`src/hw/rtl/trah_pkg.sv`:
```
// Shared types and constants for the texture rotate-add hash block.
package trah_pkg;

   localparam int WORD_BITS  = 32;
   localparam int POS_BITS   = 12;
   localparam int ROW_BITS   = 10;
   localparam int INDEX_BITS = 8;
   localparam int MODE_BITS  = 2;
   localparam int ROT_BITS   = 4;
   localparam int NIBBLE_BITS = 4;
   localparam int BYTE_BITS   = 8;
   localparam int NIBBLES_PER_WORD = WORD_BITS / NIBBLE_BITS;
   localparam int BYTES_PER_WORD   = WORD_BITS / BYTE_BITS;

   localparam int REQ_PAYLOAD_BITS = WORD_BITS + POS_BITS + ROW_BITS;
   localparam int REQ_TDATA_BITS   = ((REQ_PAYLOAD_BITS + 7) / 8) * 8;
   localparam int RSP_PAYLOAD_BITS = WORD_BITS + INDEX_BITS;
   localparam int RSP_TDATA_BITS   = ((RSP_PAYLOAD_BITS + 7) / 8) * 8;

   localparam logic [MODE_BITS-1:0] MODE_PLAIN  = 2'd0;
   localparam logic [MODE_BITS-1:0] MODE_NIBBLE = 2'd1;
   localparam logic [MODE_BITS-1:0] MODE_BYTE   = 2'd2;
   localparam logic [MODE_BITS-1:0] MODE_UNUSED = 2'd3;

   typedef struct packed {
      logic [WORD_BITS-1:0] texel_word;
      logic [POS_BITS-1:0]  byte_pos;
      logic [ROW_BITS-1:0]  row_number;
      logic                 end_of_row;
      logic                 end_of_image;
   } trah_item_type;

   typedef struct packed {
      logic [WORD_BITS-1:0]  hash;
      logic [INDEX_BITS-1:0] max_index;
   } trah_result_type;

endpackage

```
`src/hw/rtl/trah_max_unit.sv`:
```
// Largest colour index of one word, merged with the running maximum.
module trah_max_unit (
   input  logic [trah_pkg::MODE_BITS-1:0]  mode,
   input  logic [trah_pkg::WORD_BITS-1:0]  word,
   input  logic [trah_pkg::INDEX_BITS-1:0] cur_max,
   output logic [trah_pkg::INDEX_BITS-1:0] new_max
);
   import trah_pkg::*;

   always_comb begin
      new_max = cur_max;
      case (mode)
         MODE_NIBBLE: begin
            for (int i = 0; i < NIBBLES_PER_WORD; i++) begin
               if ({4'b0, word[i*NIBBLE_BITS +: NIBBLE_BITS]} > new_max) begin
                  new_max = {4'b0, word[i*NIBBLE_BITS +: NIBBLE_BITS]};
               end
            end
         end
         MODE_BYTE: begin
            for (int i = 0; i < BYTES_PER_WORD; i++) begin
               if (word[i*BYTE_BITS +: BYTE_BITS] > new_max) begin
                  new_max = word[i*BYTE_BITS +: BYTE_BITS];
               end
            end
         end
         default: begin
            new_max = cur_max;
         end
      endcase
   end

endmodule

```
`src/hw/rtl/trah_hash_unit.sv`:
```
// Running hash and index-maximum state, updated once per accepted word.
module trah_hash_unit (
   input  logic                           clock,
   input  logic                           reset,
   input  logic                           step,
   input  trah_pkg::trah_item_type        item,
   input  logic [trah_pkg::MODE_BITS-1:0] mode,
   output trah_pkg::trah_result_type      result
);
   import trah_pkg::*;

   logic [WORD_BITS-1:0]  running_hash_ff;
   logic [WORD_BITS-1:0]  running_hash_in;
   logic [INDEX_BITS-1:0] largest_index_ff;
   logic [INDEX_BITS-1:0] largest_index_in;
   logic [WORD_BITS-1:0]  texel_mix;
   logic [WORD_BITS-1:0]  rotated;
   logic [WORD_BITS-1:0]  row_term;
   logic [WORD_BITS-1:0]  hash_next;
   logic [INDEX_BITS-1:0] max_next;
   logic                  tracking;

   trah_max_unit u_max (
      .mode    (mode),
      .word    (item.texel_word),
      .cur_max (largest_index_ff),
      .new_max (max_next)
   );

   assign texel_mix = {{(WORD_BITS-POS_BITS){1'b0}}, item.byte_pos} ^ item.texel_word;
   assign rotated   = {running_hash_ff[WORD_BITS-ROT_BITS-1:0],
                       running_hash_ff[WORD_BITS-1 -: ROT_BITS]};
   assign row_term  = item.end_of_row ?
                      ({{(WORD_BITS-ROW_BITS){1'b0}}, item.row_number} ^ texel_mix) : '0;
   assign hash_next = texel_mix + rotated + row_term;
   assign tracking  = (mode == MODE_NIBBLE) || (mode == MODE_BYTE);

   assign result.hash      = hash_next;
   assign result.max_index = tracking ? max_next : '0;

   always_comb begin
      running_hash_in  = running_hash_ff;
      largest_index_in = largest_index_ff;
      if (step) begin
         if (item.end_of_image) begin
            running_hash_in  = '0;
            largest_index_in = '0;
         end else begin
            running_hash_in  = hash_next;
            largest_index_in = max_next;
         end
      end
   end

   always_ff @(posedge clock) begin
      if (reset) begin
         running_hash_ff  <= '0;
         largest_index_ff <= '0;
      end else begin
         running_hash_ff  <= running_hash_in;
         largest_index_ff <= largest_index_in;
      end
   end

   a_clear_after_image: assert property (@(posedge clock) disable iff (reset)
      step && item.end_of_image |=> (running_hash_ff == '0) && (largest_index_ff == '0))
      else $error("hash state not cleared after image end");

   a_max_held_plain: assert property (@(posedge clock) disable iff (reset)
      step && !item.end_of_image && !tracking |=> $stable(largest_index_ff))
      else $error("index maximum moved outside tracking mode");

   a_hash_advances: assert property (@(posedge clock) disable iff (reset)
      step && !item.end_of_image |=> running_hash_ff == $past(hash_next))
      else $error("running hash did not take the new value");

endmodule

```
`src/hw/rtl/texture_rotate_add_hash.sv`:
```
// Texture rotate-add hash: one word per unstalled cycle in, one hash per image out.
// The block takes one texel word transaction every clock cycle unless stalled and
// delivers the finished hash and largest colour index in the cycle after the
// transaction carrying end_of_image; other words give no result. The figure of one
// word per cycle is set by the running-hash feedback: XOR, rotate by four and a
// three-input 32-bit add feed the hash register. The result sits in an output
// register; a new word is taken while it is empty or being drained in the same
// cycle. The user must write index_mode through csr_we/csr_wdata only while no image
// is in flight (not enforced by the block); writes leave the hash state untouched.
module texture_rotate_add_hash (
   input  logic                                 clock,
   input  logic                                 reset,
   input  logic                                 csr_we,
   input  logic [trah_pkg::MODE_BITS-1:0]       csr_wdata,
   input  logic                                 req_tvalid,
   output logic                                 req_tready,
   // texel_word [31:0], byte_pos [43:32], row_number [53:44], zero [55:54]
   input  logic [trah_pkg::REQ_TDATA_BITS-1:0]  req_tdata,
   input  logic                                 req_tlast,
   // end_of_image [0]
   input  logic                                 req_tuser,
   output logic                                 rsp_tvalid,
   input  logic                                 rsp_tready,
   // hash [31:0], max_index [39:32]
   output logic [trah_pkg::RSP_TDATA_BITS-1:0]  rsp_tdata
);
   import trah_pkg::*;

   logic [MODE_BITS-1:0]      index_mode_ff;
   logic                      rsp_tvalid_ff;
   logic                      rsp_tvalid_in;
   logic [RSP_TDATA_BITS-1:0] rsp_tdata_ff;
   logic [RSP_TDATA_BITS-1:0] rsp_tdata_in;
   logic                      req_accept;
   logic                      emit;
   trah_item_type             item;
   trah_result_type           result;

   assign item.texel_word   = req_tdata[WORD_BITS-1:0];
   assign item.byte_pos     = req_tdata[WORD_BITS +: POS_BITS];
   assign item.row_number   = req_tdata[WORD_BITS+POS_BITS +: ROW_BITS];
   assign item.end_of_row   = req_tlast;
   assign item.end_of_image = req_tuser;

   assign req_tready = !rsp_tvalid_ff || rsp_tready;
   assign req_accept = req_tvalid && req_tready;
   assign emit       = req_accept && req_tuser;

   trah_hash_unit u_hash (
      .clock  (clock),
      .reset  (reset),
      .step   (req_accept),
      .item   (item),
      .mode   (index_mode_ff),
      .result (result)
   );

   always_comb begin
      rsp_tvalid_in = rsp_tvalid_ff;
      rsp_tdata_in  = rsp_tdata_ff;
      if (emit) begin
         rsp_tvalid_in = 1'b1;
         rsp_tdata_in  = {{(RSP_TDATA_BITS-RSP_PAYLOAD_BITS){1'b0}},
                          result.max_index, result.hash};
      end else if (rsp_tready) begin
         rsp_tvalid_in = 1'b0;
      end
   end

   always_ff @(posedge clock) begin
      if (reset) begin
         index_mode_ff <= MODE_PLAIN;
         rsp_tvalid_ff <= 1'b0;
      end else begin
         if (csr_we) begin
            index_mode_ff <= csr_wdata;
         end
         rsp_tvalid_ff <= rsp_tvalid_in;
      end
   end

   always_ff @(posedge clock) begin
      rsp_tdata_ff <= rsp_tdata_in;
   end

   assign rsp_tvalid = rsp_tvalid_ff;
   assign rsp_tdata  = rsp_tdata_ff;

   a_result_follows_image: assert property (@(posedge clock) disable iff (reset)
      emit |=> rsp_tvalid)
      else $error("no result after image end");

   a_plain_max_zero: assert property (@(posedge clock) disable iff (reset)
      emit && (index_mode_ff == MODE_PLAIN || index_mode_ff == MODE_UNUSED)
      |=> rsp_tdata[WORD_BITS +: INDEX_BITS] == '0)
      else $error("nonzero max index in plain mode");

   a_no_spurious_result: assert property (@(posedge clock) disable iff (reset)
      !rsp_tvalid && !emit |=> !rsp_tvalid)
      else $error("result without image end");

endmodule

```
`config.mk`:
```
export PLATFORM = sky130hd
export DESIGN_NAME = texture_rotate_add_hash
export DESIGN_NICKNAME = d
export VERILOG_FILES = /design/src/hw/rtl/trah_pkg.sv /design/src/hw/rtl/trah_max_unit.sv /design/src/hw/rtl/trah_hash_unit.sv /design/src/hw/rtl/texture_rotate_add_hash.sv
export SDC_FILE = /design/constraint.sdc
export NUM_CORES = 1
export LEC_CHECK = 0
export BUFFER_PORTS_ARGS = -buffer_cell sky130_fd_sc_hd__buf_2
export CORE_ASPECT_RATIO = 1.1
export CORE_MARGIN = 2
export CORE_UTILIZATION = 25
export CTS_BUF_LIST = sky130_fd_sc_hd__clkbuf_4
export DETAILED_ROUTE_END_ITERATION = 10
export MAX_ROUTING_LAYER = met4
export PLACE_DENSITY = 0.52
export SYNTH_ARGS = -nofsm -noshare
export SYNTH_HDL_FRONTEND = slang
export SYNTH_SLANG_ARGS = --single-unit
```
`constraint.sdc`:
```
create_clock -name clock -period 16.2 [get_ports clock]
set_input_delay 0 -clock clock [delete_from_list [all_inputs] [get_ports clock]]
set_output_delay 0 -clock clock [all_outputs]
set_load 0.02 [all_outputs]
```
==> out/qor.yml <==
cellPowerDensity_nw_per_um2: 140
fp.coreArea_um2: 31600
gp_congestion: 0.878
clock_latency_ns: 0.47
end_kind: "register"
clock-root-buffer: "clkbuf_4"
post-route-util_pct: 29.5
r2r-end: "u_hash.largest_index_ff[3]"
multiInputGateArea_um2: 5680
cpMostUsedCell: "ha_1"
synth_warnings: 0
avgSynthCellArea_um2: 8.68
r2r-start: "u_hash.largest_index_ff[2]"
cp.required_ns: 16.54
drive_gt1_share_pct: 13.6
fin_crit_sh_pct: 91.7
cp-start-kind: "register"
rows: 68
drt-total-wl_mm: 26.0
synth_ff_type: "dfxtp_1"
h-tree-depth: 3
clkSlewWorstSetupHoldPaths_ns: 0.16
ant_nets: 0
port-buffer-count: 104
synthesis.area_um2: 8050
clockBufferDepth: 2
die_h_um: 192
slowest_stage: "a21oi_1"
boundaryPins: 107
grt_usage_pct: 15.7
die_area_um2: 33700
grt_pass1_wl_mm: 39.7
initial_utilization_pct: 25.5
min_path_type: "primary input to register"
crit_fanout: 17
setup_tns_ns: 0
rsz0062_at_grt: "false"
synth.distinct_cells: 69
synth.yosys.seq_area_share_pct: 25.6
async_flop_share_pct: 0
synth.ff_latch_count: 83
crit_type: "register to register"
cts_tree: "yes"
grt_pass1_vias: 6987
skew_ns: 0.0276
hold_violations: 0
placed_cells: 1425
final_max_slew_viol_count: 0
synthToLayoutAreaGrowth_pct: 15.6
seq_area_um2: 2060
max-vdd-ir-drop_v: 0.000103
layout.nets: 1210
mostFrequentLayoutCell: "ha_1"
post_cts_buffers: 0
setup_viol: 0
hpwl_mm: 20.6
die_w_um: 175
fmax_mhz: 67.3
drc: 0
holdPathEnd: "u_hash.largest_index_ff[1]"
synth-edff-count: 40
netlist_instances: 928
slew_headroom_pct: 28.1
ff2ff_path_depth: 61
cts_buffers: 9
hp-start: "req_tdata[29]"
period_minus_slack_ns: 14.86
p_leak_nw: 4.23
first_pass_iters: 5
ctsResizeCount: 0
cap_violations: 0
grt_max_degree: 54
grt-ovfl-total: 0
fill_cells: 3350
min_path_cells: 5
num_vias: 7385
tightest_slew_ns: 1.08
wl_per_cell_um: 17.8
status: "completed"
viasPerCell: 5.07
mostFrequentLayoutCells: "ha_1 (109), buf_2 (104), nor2_1 (85), a21oi_1 (68), a21o_1 (49)"
antenna_found_initial: 6
cpPeakStageDelay_ns: 0.85
instances_no_fill: 1456
regToRegSetupSlack_ns: 1.34
syn-num-nets: 1113
cp.arrival_ns: 15.20
cts.sinks: 83
drt_iter0_drc: 512
[registers in the layout, indices dropped and copies added (netlist names)]
register and count:
rsp_tvalid 1, u_hash.running_hash_ff 32, u_hash.largest_index_ff 8, rsp_tdata 40, index_mode_ff 2
[cells in the mapped netlist (3+ instances only)]
master	count	area, um^2
fa_1	11	220
nand3_1	32	160
nand4_1	9	56.3
nand2_1	41	154
o22ai_1	4	25.0
nor3_1	13	65.1
mux2i_1	8	80.1
o21ai_0	37	185
a211oi_1	7	52.6
a21boi_0	5	37.5
edfxtp_1	40	1200
or4_1	4	30.0
a311oi_1	10	87.6
and3_1	8	50.1
o2111ai_1	3	26.3
a22oi_1	26	195
or2_2	4	25.0
dfxtp_1	43	861
a211o_1	9	78.8
ha_1	109	1360
xnor2_1	19	166
inv_1	48	180
mux2_2	3	33.8
a21oi_1	68	340
o221ai_1	5	43.8
nor2b_1	30	188
a32o_1	5	50.1
a31oi_1	10	62.6
xor2_1	31	272
and2_1	24	150
o21bai_1	4	30.0
o31ai_1	4	30.0
nand2b_1	8	50.1
nor2_1	85	319
a22o_1	3	26.3
a2bb2oi_1	4	35.0
or3_1	11	68.8
o211ai_1	7	52.6
o21a_1	21	158
clkbuf_1	28	105
a21o_1	49	368
[where the power goes]
| group | internal [mW] | total (mW) | switching (mW) |
|---|---|---|---|
| Clock | 0.0798 | 0.163 | 0.0830 |
| Sequential | 0.251 | 0.262 | 0.0107 |
| Combinational | 0.337 | 0.877 | 0.540 |
[area by class of cell]
type / count / area share [%]
Clock buffer: 9 / 0.726
Multi-Input combinational cell: 764 / 61.0
Clock inverter: 7 / 1.32
Tap cell: 420 / 5.64
Inverter: 48 / 1.93
Timing Repair Buffer: 119 / 7.04
Sequential cell: 83 / 22.1
Antenna cell: 6 / 0.161
[cell families (layout without fill, tap and decap cells)]
group / after synthesis / in the layout / synth area share [%]
other: 0 / 6 / 0
DFF: 83 / 83 / 25.6
AOI/OAI and AO/OA: 303 / 303 / 26.3
buffers and inverters: 81 / 183 / 3.90
and+or+nand+nor: 279 / 279 / 17.5
adders and majority gates: 121 / 121 / 19.8
xor gates and xnor gates: 50 / 50 / 5.44
muxes: 11 / 11 / 1.41
[how the worst max path moves through the flow]
stage / end / depth (start not counted) / start / slack (ns)
global placement: u_hash.largest_index_ff[3] / 60 / u_hash.largest_index_ff[2] / 1.79
global route: u_hash.largest_index_ff[3] / 63 / u_hash.largest_index_ff[2] / 0.04
finish: u_hash.largest_index_ff[3] / 61 / u_hash.largest_index_ff[2] / 1.34
CTS: u_hash.largest_index_ff[3] / 60 / u_hash.largest_index_ff[2] / 1.62
detailed placement: u_hash.largest_index_ff[3] / 60 / u_hash.largest_index_ff[2] / 1.72
floorplan: u_hash.largest_index_ff[3] / 61 / u_hash.largest_index_ff[7] / 4.24
[worst max-delay path: cells and delay by family (launching register included)]
family	cells	cell delay (ns)
compound gates	32	8.72
mux	1	0.09
flops	1	0.53
buf+inv	1	0.11
fa+ha+maj	9	2.61
simple gates	18	2.65
[repair_timing]
| action | 4_1_cts | 5_1_grt |
|---|---|---|
| hold endpoints to repair | 10 | 0 |
| hold buffers | 9 | 0 |
| setup endpoints to repair | 0 | 0 |
[per-stage QoR]
step	total power, mW	cell area [um^2]	hold WS, ns	setup slack (ns)
6_report	1.30	9310	0.0429	1.34
3_5_place_dp	1.13	9020	0.255	1.72
2_1_floorplan	0.929	8050	0.147	4.24
5_1_grt	1.42	9310	0.0541	0.0373
4_1_cts	1.30	9300	0.00287	1.62
3_3_place_gp	1.11	9020	0.252	1.79
[per-layer routing]
layer	global-route usage [%]	vias to the layer above	share of wire (%)
li1	-	3666	-
met1	19.4	3530	45
met2	26.5	166	48
met3	2.75	23	4.7
met4	4.23	0	2.0
met5	-	-	0
No activity file was read; power rests on OpenSTA's default activity.
